$ cat src/rtl/core/sha_pkg.sv
// ----------------------------------------------------------------------------
// sha_pkg
// Constants and round functions shared by the stream hasher.
// ----------------------------------------------------------------------------
package sha_pkg;

  localparam int unsigned BlockBytes = 64;
  localparam int unsigned BlockWords = 16;
  localparam int unsigned Rounds     = 64;
  localparam int unsigned CountBits  = 61;

  localparam logic [7:0] PadByte = 8'h80;

  typedef logic [31:0] word_t;

  localparam word_t InitH [8] = '{
    32'h6a09e667, 32'hbb67ae85, 32'h3c6ef372, 32'ha54ff53a,
    32'h510e527f, 32'h9b05688c, 32'h1f83d9ab, 32'h5be0cd19
  };

  localparam word_t RoundK [64] = '{
    32'h428a2f98, 32'h71374491, 32'hb5c0fbcf, 32'he9b5dba5,
    32'h3956c25b, 32'h59f111f1, 32'h923f82a4, 32'hab1c5ed5,
    32'hd807aa98, 32'h12835b01, 32'h243185be, 32'h550c7dc3,
    32'h72be5d74, 32'h80deb1fe, 32'h9bdc06a7, 32'hc19bf174,
    32'he49b69c1, 32'hefbe4786, 32'h0fc19dc6, 32'h240ca1cc,
    32'h2de92c6f, 32'h4a7484aa, 32'h5cb0a9dc, 32'h76f988da,
    32'h983e5152, 32'ha831c66d, 32'hb00327c8, 32'hbf597fc7,
    32'hc6e00bf3, 32'hd5a79147, 32'h06ca6351, 32'h14292967,
    32'h27b70a85, 32'h2e1b2138, 32'h4d2c6dfc, 32'h53380d13,
    32'h650a7354, 32'h766a0abb, 32'h81c2c92e, 32'h92722c85,
    32'ha2bfe8a1, 32'ha81a664b, 32'hc24b8b70, 32'hc76c51a3,
    32'hd192e819, 32'hd6990624, 32'hf40e3585, 32'h106aa070,
    32'h19a4c116, 32'h1e376c08, 32'h2748774c, 32'h34b0bcb5,
    32'h391c0cb3, 32'h4ed8aa4a, 32'h5b9cca4f, 32'h682e6ff3,
    32'h748f82ee, 32'h78a5636f, 32'h84c87814, 32'h8cc70208,
    32'h90befffa, 32'ha4506ceb, 32'hbef9a3f7, 32'hc67178f2
  };

  typedef struct packed {
    logic [7:0] data_byte;
    logic       has_byte;
    logic       end_of_message;
  } in_beat_t;

  typedef struct packed {
    word_t      digest_word;
    logic [2:0] word_index;
    logic       last_word;
  } out_beat_t;

  function automatic word_t rotr(input word_t x, input int unsigned n);
    rotr = (x >> n) | (x << (32 - n));
  endfunction

  function automatic word_t sig0(input word_t x);
    sig0 = rotr(x, 7) ^ rotr(x, 18) ^ (x >> 3);
  endfunction

  function automatic word_t sig1(input word_t x);
    sig1 = rotr(x, 17) ^ rotr(x, 19) ^ (x >> 10);
  endfunction

  function automatic word_t bsig0(input word_t x);
    bsig0 = rotr(x, 2) ^ rotr(x, 13) ^ rotr(x, 22);
  endfunction

  function automatic word_t bsig1(input word_t x);
    bsig1 = rotr(x, 6) ^ rotr(x, 11) ^ rotr(x, 25);
  endfunction

endpackage

$ cat src/rtl/core/sha_stream_if.sv
// ----------------------------------------------------------------------------
// sha_stream_if
// Valid/ready channel carrying one payload beat.
// ----------------------------------------------------------------------------
interface sha_stream_if #(
  parameter type payload_t = logic
);
  logic     valid;
  logic     ready;
  payload_t payload;

  modport source (output valid, output payload, input ready);
  modport sink   (input valid, input payload, output ready);
endinterface

$ cat src/rtl/core/sha256_stream_hasher_top.sv
// ----------------------------------------------------------------------------
// sha256_stream_hasher_top
// SHA-256 over a byte stream: bytes packed into a word memory, one round per
// cycle compression, digest streamed as eight words.
//
//  channel | dir | payload
//  in_ch   | in  | data_byte[7:0], has_byte, end_of_message
//  out_ch  | out | digest_word[31:0], word_index[2:0], last_word
//
// in_ch accepts bytes back to back until a block fills. The 64th byte closes
// in_ch while the block is hashed: start, 16-word load, 64 rounds, chaining add.
// End of message: pad bytes are written one at a time up to byte 55, then the
// two length words, and each padded block is hashed (a second block when the
// pad overflows); then each digest word is read and held until out_ch.ready.
// Reset is synchronous; no clearing pass is needed.
// ----------------------------------------------------------------------------
module sha256_stream_hasher_top
  import sha_pkg::*;
(
  input logic clk,
  input logic rst,
  sha_stream_if.sink   in_ch,
  sha_stream_if.source out_ch
);

  typedef enum logic [5:0] {
    S_IN    = 6'b000001,
    S_HASH  = 6'b000010,
    S_PAD   = 6'b000100,
    S_LEN   = 6'b001000,
    S_READ  = 6'b010000,
    S_OUT   = 6'b100000
  } state_t;

  state_t state;

  logic [CountBits-1:0] count;
  logic [23:0] acc;             // bytes of current word before the last
  logic        fin;             // padding pending after current compress
  logic        pad_mark;        // 0x80 byte still owed
  logic        len_blk;         // current compress is the last one
  logic [5:0]  pos;
  logic [2:0]  oidx;
  logic        ovalid;
  word_t       oword;
  logic [2:0]  oidx_q;

  logic       start, busy, done;
  logic       wr_en;
  logic [3:0] wr_addr;
  word_t      wr_data;
  logic       h_init;
  word_t      h_rd_data;
  logic [63:0] bits;

  in_beat_t ib;
  assign ib = in_ch.payload;
  assign bits = {count, 3'b000};

  sha_core u_core (
    .clk, .rst, .start, .busy, .done, .wr_en, .wr_addr, .wr_data, .h_init,
    .h_rd_addr(oidx), .h_rd_data
  );

  assign in_ch.ready = (state == S_IN);
  logic take;
  assign take = in_ch.valid && in_ch.ready;

  // byte to write into the current word position
  logic [7:0] byte_in;
  logic       byte_we;
  always_comb begin
    byte_we = 1'b0;
    byte_in = ib.data_byte;
    if (state == S_IN && take && ib.has_byte) begin
      byte_we = 1'b1;
    end
    if (state == S_PAD) begin
      byte_we = 1'b1;
      byte_in = pad_mark ? PadByte : 8'h00;
    end
    wr_en   = byte_we;
    wr_addr = pos[5:2];
    // partial words go in left-aligned and are rewritten as they fill;
    // shift is (3 - pos[1:0]) bytes
    wr_data = {acc, byte_in} << {~pos[1:0], 3'b000};
    if (state == S_LEN) begin
      wr_data = (pos[5:2] == 4'd14) ? bits[63:32] : bits[31:0];
      wr_en   = 1'b1;
    end
    start  = (state == S_HASH) && !busy;
    h_init = (state == S_OUT) && ovalid && out_ch.ready && oidx_q == 3'd7;
  end

  always_ff @(posedge clk) begin
    if (rst) begin
      state    <= S_IN;
      count    <= '0;
      pos      <= '0;
      fin      <= 1'b0;
      pad_mark <= 1'b0;
      len_blk  <= 1'b0;
      ovalid   <= 1'b0;
      oidx     <= '0;
    end else begin
      unique case (state)
        S_IN: if (take) begin
          if (ib.has_byte) begin
            acc   <= (pos[1:0] == 2'd3) ? 24'h0 : {acc[15:0], ib.data_byte};
            pos   <= pos + 6'd1;
            count <= count + CountBits'(1);
          end
          if (ib.has_byte && pos == 6'd63) begin
            fin      <= ib.end_of_message;
            pad_mark <= ib.end_of_message;
            len_blk  <= 1'b0;
            state    <= S_HASH;
          end else if (ib.end_of_message) begin
            fin      <= 1'b1;
            pad_mark <= 1'b1;
            state    <= S_PAD;
          end
        end
        S_HASH: begin
          // wait for core start then completion
          if (done) begin
            if (len_blk) begin
              oidx  <= '0;
              state <= S_READ;
            end else if (fin) begin
              pos   <= '0;
              state <= S_PAD;
            end else begin
              pos   <= '0;
              state <= S_IN;
            end
          end
        end
        S_PAD: begin
          pad_mark <= 1'b0;
          acc <= (pos[1:0] == 2'd3) ? 24'h0 : {acc[15:0], byte_in};
          pos <= pos + 6'd1;
          if (pos[1:0] == 2'd3 && pos[5:2] == 4'd13) begin
            state <= S_LEN;
          end else if (pos == 6'd63) begin
            len_blk <= 1'b0;
            state   <= S_HASH;
          end
        end
        S_LEN: begin
          pos <= pos + 6'd4;
          if (pos[5:2] == 4'd15) begin
            len_blk <= 1'b1;
            fin     <= 1'b0;
            state   <= S_HASH;
          end
        end
        S_READ: begin
          state <= S_OUT;
        end
        S_OUT: begin
          if (!ovalid) begin
            ovalid <= 1'b1;
            oword  <= h_rd_data;
            oidx_q <= oidx;
          end else if (out_ch.ready) begin
            ovalid <= 1'b0;
            if (oidx_q == 3'd7) begin
              count   <= '0;
              pos     <= '0;
              acc     <= '0;
              len_blk <= 1'b0;
              state   <= S_IN;
            end else begin
              oidx  <= oidx + 3'd1;
              state <= S_READ;
            end
          end
        end
        default: state <= S_IN;
      endcase
    end
  end

  // fin keeps the padding going across an overflow block; pad_mark covers
  // the single 0x80 byte, which may land at the start of that block

  out_beat_t ob;
  assign ob.digest_word = oword;
  assign ob.word_index  = oidx_q;
  assign ob.last_word   = (oidx_q == 3'd7);
  assign out_ch.valid   = ovalid;
  assign out_ch.payload = ob;

`ifndef SYNTHESIS
  a_no_in_busy: assert property (@(posedge clk) disable iff (rst)
    busy |-> !in_ch.ready) else $error("input open while hashing");
  a_out_in_state: assert property (@(posedge clk) disable iff (rst)
    out_ch.valid |-> state == S_OUT) else $error("output beat outside drain");
  a_reset_after_last: assert property (@(posedge clk) disable iff (rst)
    (out_ch.valid && out_ch.ready && ob.last_word) |=> count == '0)
    else $error("count not cleared after digest");
`endif

endmodule

$ cat src/rtl/core/sha_core.sv
// ----------------------------------------------------------------------------
// sha_core
// One round per cycle SHA-256 compression. Message words sit in a 16-entry
// memory copied into a sliding window for the schedule; chaining words live in an 8-entry
// memory updated at the end of each block.
// ----------------------------------------------------------------------------
module sha_core
  import sha_pkg::*;
(
  input  logic       clk,
  input  logic       rst,
  input  logic       start,
  output logic       busy,
  output logic       done,
  input  logic       wr_en,       // block word write from the byte packer
  input  logic [3:0] wr_addr,
  input  word_t      wr_data,
  input  logic       h_init,      // restore initial chaining values
  input  logic [2:0] h_rd_addr,
  output word_t      h_rd_data
);

  typedef enum logic [3:0] {
    ST_IDLE  = 4'b0001,
    ST_LOAD  = 4'b0010,
    ST_ROUND = 4'b0100,
    ST_ADD   = 4'b1000
  } state_t;

  state_t state, state_next;

  // schedule memory: four reads a round are done from a small register file
  // shadow since the memory only offers one port; the window is held locally
  word_t w_mem [BlockWords];
  word_t win [BlockWords];     // sliding window, win[0] = oldest
  word_t h_mem [8];
  logic  h_valid_n;            // high after init: reads return InitH
  word_t v [8];
  logic [5:0] rnd;
  logic [3:0] cnt;
  logic [2:0] h_wa;            // entry read in the previous cycle
  word_t w_rd;
  word_t h_rd_q;
  word_t h_q;

  word_t wt, t1, t2, w_new;

  assign h_wa = 3'(cnt - 4'd1);

  // block word memory: written by the packer, read out once per block
  always_ff @(posedge clk) begin
    if (wr_en) w_mem[wr_addr] <= wr_data;
    w_rd <= w_mem[cnt];
  end

  // chaining memory; entry cnt is read while entry cnt-1 is written back
  always_ff @(posedge clk) begin
    if (state == ST_ADD && cnt != 4'd0) h_mem[h_wa] <= h_q + v[h_wa];
    h_q    <= h_valid_n ? InitH[cnt[2:0]] : h_mem[cnt[2:0]];
    h_rd_q <= h_valid_n ? InitH[h_rd_addr] : h_mem[h_rd_addr];
  end
  assign h_rd_data = h_rd_q;

  always_comb begin
    w_new = sig1(win[14]) + win[9] + sig0(win[1]) + win[0];
    wt    = (rnd < 6'd16) ? win[rnd[3:0]] : w_new;
    t1    = v[7] + bsig1(v[4]) + ((v[4] & v[5]) ^ (~v[4] & v[6])) + RoundK[rnd] + wt;
    t2    = bsig0(v[0]) + ((v[0] & v[1]) ^ (v[0] & v[2]) ^ (v[1] & v[2]));
  end

  always_comb begin
    state_next = state;
    unique case (state)
      ST_IDLE:  if (start) state_next = ST_LOAD;
      ST_LOAD:  if (cnt == 4'd15 && rnd == 6'd1) state_next = ST_ROUND;
      ST_ROUND: if (rnd == 6'd63) state_next = ST_ADD;
      ST_ADD:   if (cnt == 4'd8) state_next = ST_IDLE;
      default:  state_next = ST_IDLE;
    endcase
  end

  always_ff @(posedge clk) begin
    if (rst) begin
      state     <= ST_IDLE;
      cnt       <= '0;
      rnd       <= '0;
      h_valid_n <= 1'b1;
    end else begin
      state <= state_next;
      if (h_init && state == ST_IDLE) h_valid_n <= 1'b1;
      unique case (state)
        ST_IDLE: begin
          cnt <= '0;
          rnd <= '0;
        end
        ST_LOAD: begin
          // registered read: rnd[0] marks data valid
          if (rnd == 6'd1) win[cnt - 4'd1] <= w_rd;
          if (rnd == 6'd0) begin
            rnd <= 6'd1;
            cnt <= cnt + 4'd1;
          end else if (cnt == 4'd15) begin
            rnd <= 6'd0;
            cnt <= '0;
          end else begin
            cnt <= cnt + 4'd1;
          end
          if (cnt != 4'd0 && cnt <= 4'd8) v[h_wa] <= h_q;
        end
        ST_ROUND: begin
          if (rnd == 6'd0) begin
            // last word of load lands here
            win[15] <= w_rd;
          end
          v[7] <= v[6]; v[6] <= v[5]; v[5] <= v[4]; v[4] <= v[3] + t1;
          v[3] <= v[2]; v[2] <= v[1]; v[1] <= v[0]; v[0] <= t1 + t2;
          if (rnd >= 6'd16) begin
            for (int i = 0; i < BlockWords - 1; i++) win[i] <= win[i + 1];
            win[15] <= w_new;
          end
          rnd <= rnd + 6'd1;
          cnt <= '0;
        end
        ST_ADD: begin
          cnt <= cnt + 4'd1;
          if (cnt == 4'd8) h_valid_n <= 1'b0;
        end
        default: ;
      endcase
    end
  end

  assign busy = (state != ST_IDLE);
  assign done = (state == ST_ADD) && (cnt == 4'd8);

`ifndef SYNTHESIS
  a_start_idle: assert property (@(posedge clk) disable iff (rst)
    start |-> state == ST_IDLE) else $error("start while busy");
  a_round_count: assert property (@(posedge clk) disable iff (rst)
    (state == ST_ROUND && rnd == 6'd63) |=> state == ST_ADD)
    else $error("round sequence broken");
  a_no_write_busy: assert property (@(posedge clk) disable iff (rst)
    (state == ST_LOAD) |-> !wr_en) else $error("block write during load");
`endif

endmodule
$ cat src/flat_wrapper.sv
// flat-port wrapper written by rule: the top's interface ports become plain ports
module sha256_stream_hasher_top_flat import sha_pkg::*;
  (clk, rst, in_ch_valid, in_ch_payload, in_ch_ready, out_ch_valid, out_ch_payload, out_ch_ready);
  sha_stream_if in_ch_i ();
  sha_stream_if out_ch_i ();
  input logic clk;
  input logic rst;
  input wire logic [$bits(in_ch_i.valid)-1:0] in_ch_valid;
  input wire logic [$bits(in_ch_i.payload)-1:0] in_ch_payload;
  output wire logic [$bits(in_ch_i.ready)-1:0] in_ch_ready;
  output wire logic [$bits(out_ch_i.valid)-1:0] out_ch_valid;
  output wire logic [$bits(out_ch_i.payload)-1:0] out_ch_payload;
  input wire logic [$bits(out_ch_i.ready)-1:0] out_ch_ready;
  assign in_ch_i.valid = in_ch_valid;
  assign in_ch_i.payload = in_ch_payload;
  assign in_ch_ready = in_ch_i.ready;
  assign out_ch_valid = out_ch_i.valid;
  assign out_ch_payload = out_ch_i.payload;
  assign out_ch_i.ready = out_ch_ready;
  sha256_stream_hasher_top u_core (.clk(clk), .rst(rst), .in_ch(in_ch_i), .out_ch(out_ch_i));
endmodule
$ cat config.mk
export PLATFORM = sky130hd
export DESIGN_NAME = sha256_stream_hasher_top_flat
export DESIGN_NICKNAME = d
export VERILOG_FILES = /design/src/rtl/core/sha_pkg.sv /design/src/rtl/core/sha_stream_if.sv /design/src/rtl/core/sha256_stream_hasher_top.sv /design/src/rtl/core/sha_core.sv /design/src/flat_wrapper.sv
export SDC_FILE = /design/constraint.sdc
export NUM_CORES = 1
export LEC_CHECK = 0
export BUFFER_PORTS_ARGS = -buffer_cell sky130_fd_sc_hd__buf_2
export CORE_MARGIN = 8
export CORE_UTILIZATION = 56
export DETAILED_ROUTE_END_ITERATION = 8
export PLACE_DENSITY = 0.79
export SLEW_MARGIN = 20
export SYNTH_ARGS = -nofsm -noshare
export SYNTH_HDL_FRONTEND = slang
export SYNTH_SLANG_ARGS = --single-unit
export TNS_END_PERCENT = 50
$ cat constraint.sdc
create_clock -name clk -period 3.6 [get_ports clk]
set_clock_uncertainty 0.2 [all_clocks]
set_input_delay 0.72 -clock clk [delete_from_list [all_inputs] [get_ports clk]]
set_output_delay 0.72 -clock clk [all_outputs]
set_load 0.02 [all_outputs]
==> qor.yml, run 1 <==
timing:
  setup_tns_ns: 0
  worst-slew-pin-transition_ns: 1.07
  report.final.slew_viol_count: 0
  fin_crit_sh: 0.774
  clock.fmax_mhz: 359
  final-setup-viol-count: 0
  final_hold_viol_count: 0
  period_needed_ns: 2.79
  rsz0062_at_grt: "no"
  slew_headroom: 0.276
place:
  gp_congestion: 0.893
  hpwl_um: 3150
  dp_cells: 286
  portBuffers: 7
worst_setup_path:
  reg2reg_depth: 4
  worstPathArrival_ns: 1.87
  crit_path_end_kind: "primary output"
  critPathMaxFanout: 12
  start_kind: "flip-flop"
  required_ns: 2.68
  crit_type: "flip-flop to primary output"
synth:
  yosys.area_share.adder: 0.0536
  synth_top_family_by_area: "compound AO/OA/AOI/OAI gates"
  yosys.area_share.simple: 0.262
  synthTopCellsByArea: "dfxtp_1, a21oi_1, ha_1"
  synth_top_area_share: 0.305
  yosysTopAreaCell: "dfxtp_1"
  yosysSeqAreaShare: 0.348
  synth_cells: 242
  synth_warnings: 0
  muxShareOfSynthArea: 0.00477
  synth_compound_area_frac: 0.268
  synth_edf_count: 3
  synth_xor_area_frac: 0.0209
  synthArstFlopShare: 0
  ys_ff_latch: 35
  ys_types: 58
  syn_nets: 256
  syn_area_mm2: 0.00210
  syn_area_per_cell_um2: 8.68
  synth_ff_type: "dfxtp_1"
layout:
  layout-drive-gt1-share: 0.126
  nFillCells: 326
  finalNonFillerCells: 294
  fin_nets: 259
  num_antenna_cells: 0
  area_growth_pct: 6.02
power_and_ir_drop:
  finalPower_mw: 1.04
  peakVddDrop_v: 0.000239
  total_leakage_power_nw: 0.763
  power.density_mw_per_mm2: 465
run_status:
  status: "completed"
global_route:
  antenna_found_initial: 0
  grt_overflow: 0
  gr-usage-all-layers: 0.148
  grt_pass1_wl_um: 7450
  grt_pass1_vias: 1604
  grt_start_max_net_pins: 35
drt:
  drtPass1Iterations: 4
  vias_per_cell: 6.40
  drt_iter0_drc: 202
  ant_nets: 0
  drc: 0
  wire_per_inst_um: 15.0
  num_vias: 1882
  routed_wl_um: 4420
clock_tree:
  tritoncts: "done"
  cts_resized: 0
  root_buffer: "clkbuf_8"
  cts_sinks: 35
  postCtsSetupRepairBufs: 0
  path_clk_slew_ns: 0.07
  h-tree-depth: 2
  cts_hold_buf: 0
  cts-buffers-inserted: 5
  clk_latency_ns: 0.29
  clock_path_buffers: 2
hold_path:
  worstHoldPathType: "flip-flop to flip-flop"
  holdPathStages: 0
floorplanning:
  io_pins: 8
  core_area_mm2: 0.00363
  initial_core_util: 0.578
  dieArea_mm2: 0.00596
  die-width_um: 77.2
  fp.dieH_um: 77.2
  rows: 22
job:
  cap_viol_max_count: 0
==> logic make-up after synthesis <==
group                      after synthesis
buffers and inverters                   21
and+or+nand+nor                         93
muxes                                    1
adders and majority gates                9
xor gates and xnor gates                 5
AOI/OAI and AO/OA                       78
DFF                                     35
==> state kept, by name, summed over array words and instances (netlist names) <==
signal / cells
u_core.out_ch.valid: 1
u_core.u_core.rnd: 6
u_core.fin: 1
u_core.len_blk: 1
u_core.state: 6
u_core.u_core.cnt: 4
u_core.oidx: 3
u_core.oidx_q: 3
u_core.pos: 6
u_core.u_core.state: 4
==> cell usage in the layout, fill, tap and decap left out, types with 4 or more instances in the layout <==
master,synthesis,routed
dfxtp_1,32,32
nor4b_1,5,5
clkbuf_8,0,5
nor2_1,17,17
buf_2,1,7
a31oi_1,4,4
o21ai_0,11,11
inv_1,9,9
and3_1,5,5
nand2_1,13,13
nand2b_1,5,5
nor3_1,11,11
a21oi_1,24,24
a311oi_1,7,7
nand3_1,7,7
a211oi_1,4,4
ha_1,9,9
==> routing by layer <==
| layer | wire length [µm] | global-route usage | up-vias |
|---|---|---|---|
| met5 | 0 | 0 | - |
| met4 | 57 | 0.0472 | 0 |
| met3 | 316 | 0.0524 | 9 |
| met2 | 2000 | 0.228 | 65 |
| met1 | 2050 | 0.187 | 878 |
| li1 | - | - | 930 |
==> cells in the mapped netlist (all sizes together), types with 2 or more instances <==
library cell and instances:
nand2 13, nor3 11, xnor2 2, o21ai 11, nor4 4, o22ai 3, o21ba 3, nand3b 3
edfxtp 3, a41oi 2, nand3 8, o211a 2, a31oi 4, clkbuf 9, or4b 4, a311oi 7
a21oi 24, nor2 17, nand2b 5, ha 9, a211oi 4, inv 9, nand4 2, xor2 3
a21boi 2, buf 3, a2111oi 3, o21a 3, nor4b 5, nor3b 3, dfxtp 32, or2 3
or4 4, or3 3, and3 5
==> report_power, final <==
group	internal, mW	total [mW]	switching (mW)
Combinational	0.118	0.292	0.173
Clock	0.136	0.278	0.142
Sequential	0.417	0.466	0.0489
Total	0.671	1.04	0.364
==> per-stage QoR <==
step                area [µm²]  worst slack (ns)   util  hold slack (ns)
floorplan                 2100              1.08      -            0.216
global placement          2140              1.19  0.590            0.228
detailed placement        2140              1.16  0.590            0.247
CTS                       2230             0.830  0.613            0.255
global route              2230             0.732  0.613            0.276
finish                    2230             0.812  0.613            0.257
==> worst paths after layout <==
| path | startpoint | slack (ns) | end |
|---|---|---|---|
| min reg2reg | u_core.oidx[2] | 0.26 | u_core.oidx_q[2] |
| max reg2reg | u_core.state[4] | 1.18 | u_core.pos[5] |
| min | u_core.oidx[2] | 0.26 | u_core.oidx_q[2] |
| max | u_core.state[1] | 0.81 | in_ch_ready |
==> layout make-up <==
cell class	instances	area, µm²	share of cell area
clock buffers	7	76.3	0.0343
clock inverters	1	5.00	0.00225
inverters	9	33.8	0.0152
multi-input cells	186	1280	0.574
flip-flops and latches	35	731	0.328
well taps	48	60.1	0.0270
repair buffers	8	42.5	0.0191
==> critical path, cell delays in order, from the launching register on <==
cell and delay [ns]:
dfxtp_1 0.41, or4_1 0.62, nor3_1 0.31, buf_2 0.24
Power figures use the tool's default switching activity.
==> run 2: changes to the inputs <==
==> constraint.sdc (replaced) <==
create_clock -name clk -period 2.7 [get_ports clk]
set_clock_uncertainty 0.2 [all_clocks]
set_input_delay 0.54 -clock clk [delete_from_list [all_inputs] [get_ports clk]]
set_output_delay 0.54 -clock clk [all_outputs]
set_load 0.02 [all_outputs]
==> run 2 against run 1 <==
Hold slack worse by 0.0088 ns. Die area stayed put. Final area is 3.4% higher. Cell count is 2.0% higher. Highest routed layer unchanged.
==> qor.yml, run 2 (synthesized netlist as in run 1, its figures left out) <==
run_status:
  status: "completed"
timing:
  setup_tns_ns: 0
  worst-slew-pin-transition_ns: 1.06
  final-setup-viol-count: 0
  final_hold_viol_count: 0
  report.final.slew_viol_count: 0
  timing.hold.ws_ns: 0.248
  slew_headroom: 0.285
  period_needed_ns: 2.50
  fin_crit_sh: 0.928
  clock.fmax_mhz: 399
  rsz0062_at_grt: "no"
drt:
  wire_per_inst_um: 15.1
  num_vias: 1870
  ant_nets: 0
  drtPass1Iterations: 4
  drc: 0
  vias_per_cell: 6.23
  routed_wl_um: 4520
  drt_iter0_drc: 138
global_route:
  grt_overflow: 0
  antenna_found_initial: 0
  grt_pass1_vias: 1755
  gr-usage-all-layers: 0.157
  grt_start_max_net_pins: 19
  grt_pass1_wl_um: 7980
clock_tree:
  clock_path_buffers: 2
  path_clk_slew_ns: 0.07
  root_buffer: "clkbuf_8"
  tritoncts: "done"
  cts_hold_buf: 0
  cts_sinks: 35
  h-tree-depth: 2
  clk_latency_ns: 0.29
  cts-buffers-inserted: 5
layout:
  area_growth_pct: 9.65
  fin_nets: 265
  layout_commonest_cell: "dfxtp_1"
  num_antenna_cells: 0
  layout-drive-gt1-share: 0.159
  fin_util: 0.634
  mostFrequentLayoutCells: "dfxtp_1, a21oi_1, nor2_1"
  reg.largest.list: "u_core.pos x6, u_core.state x6, u_core.u_core.rnd x6"
power_and_ir_drop:
  power.density_mw_per_mm2: 642
  finalPower_mw: 1.48
  total_leakage_power_nw: 0.810
  peakVddDrop_v: 0.000319
worst_setup_path:
  worstPathArrival_ns: 1.76
  crit_path_end_kind: "primary output"
  critPathBufInv: 1
  critPathMaxFanout: 12
  cp_slowest_cell: "or4_1"
  required_ns: 1.96
  cp_top_family: "simple AND/OR/NAND/NOR gates"
  slowest_delay_ns: 0.63
  crit_type: "flip-flop to primary output"
  start_kind: "flip-flop"
  path_cells: "or4_1, nor3_2, buf_2"
  r2r_slack_ns: 0.25
floorplanning:
  core_area_mm2: 0.00363
  dieArea_mm2: 0.00596
  die-width_um: 77.2
  rows: 22
  fp.dieH_um: 77.2
  initial_core_util: 0.578
  io_pins: 8
place:
  hpwl_um: 3340
  gp_congestion: 0.900
  portBuffers: 7
job:
  cap_viol_max_count: 0
hold_path:
  worstHoldPathType: "flip-flop to flip-flop"
==> run 2: cell types whose count changed in the layout (fill, tap and decap cells not counted), sizes merged <==
cell and change:
buf +6, clkinv +1, clkbuf -1
==> run 2: repair_timing <==
item,CTS,global route
buffers inserted,0,0
setup endpoints to repair,0,1
gates resized for setup,0,1
==> run 2: path summary, 6_finish.rpt <==
| path | endpoint | depth (start not counted) | startpoint |
|---|---|---|---|
| max | in_ch_ready | 3 | u_core.state[1] |
| min | u_core.oidx_q[2] | 0 | u_core.oidx[2] |
| max reg2reg | u_core.state[0] | 5 | u_core.state[1] |
| min reg2reg | u_core.oidx_q[2] | 0 | u_core.oidx[2] |
==> run 2: power by group <==
| part | switching [mW] | internal, mW |
|---|---|---|
| Clock | 0.199 | 0.238 |
| Combinational | 0.252 | 0.176 |
| Sequential | 0.0565 | 0.556 |
| Total | 0.507 | 0.970 |
==> run 2: worst reg2reg max path: stages, from the launching register on <==
cell,delay [ns]
dfxtp_1,0.40
or4_1,0.63
a2111oi_0,0.67
nor4_1,0.15
nand2_1,0.18
o21ai_0,0.11
==> run 2: per-layer routing <==
| layer | GRT usage | vias to the layer above | routed length [µm] |
|---|---|---|---|
| met2 | 0.247 | 47 | 2130 |
| li1 | - | 948 | - |
| met5 | 0 | - | 0 |
| met1 | 0.197 | 864 | 2080 |
| met4 | 0.0792 | 0 | 81 |
| met3 | 0.0350 | 11 | 231 |
==> run 2: final cells by class <==
class                   instances  area [µm²]
clock buffers                   6        93.8
clock inverters                 2        13.8
fillers                       317        1330
inverters                       9        33.8
multi-input cells             186        1280
flip-flops and latches         35         731
well taps                      48        60.1
repair buffers                 14        87.6
==> run 2: stage by stage <==
stage	cell area, µm²	setup slack [ns]	cells
floorplan	2100	0.361	242
global placement	2190	0.340	292
detailed placement	2190	0.297	292
CTS	2300	0.0443	300
global route	2300	0.0993	300
finish	2300	0.195	300
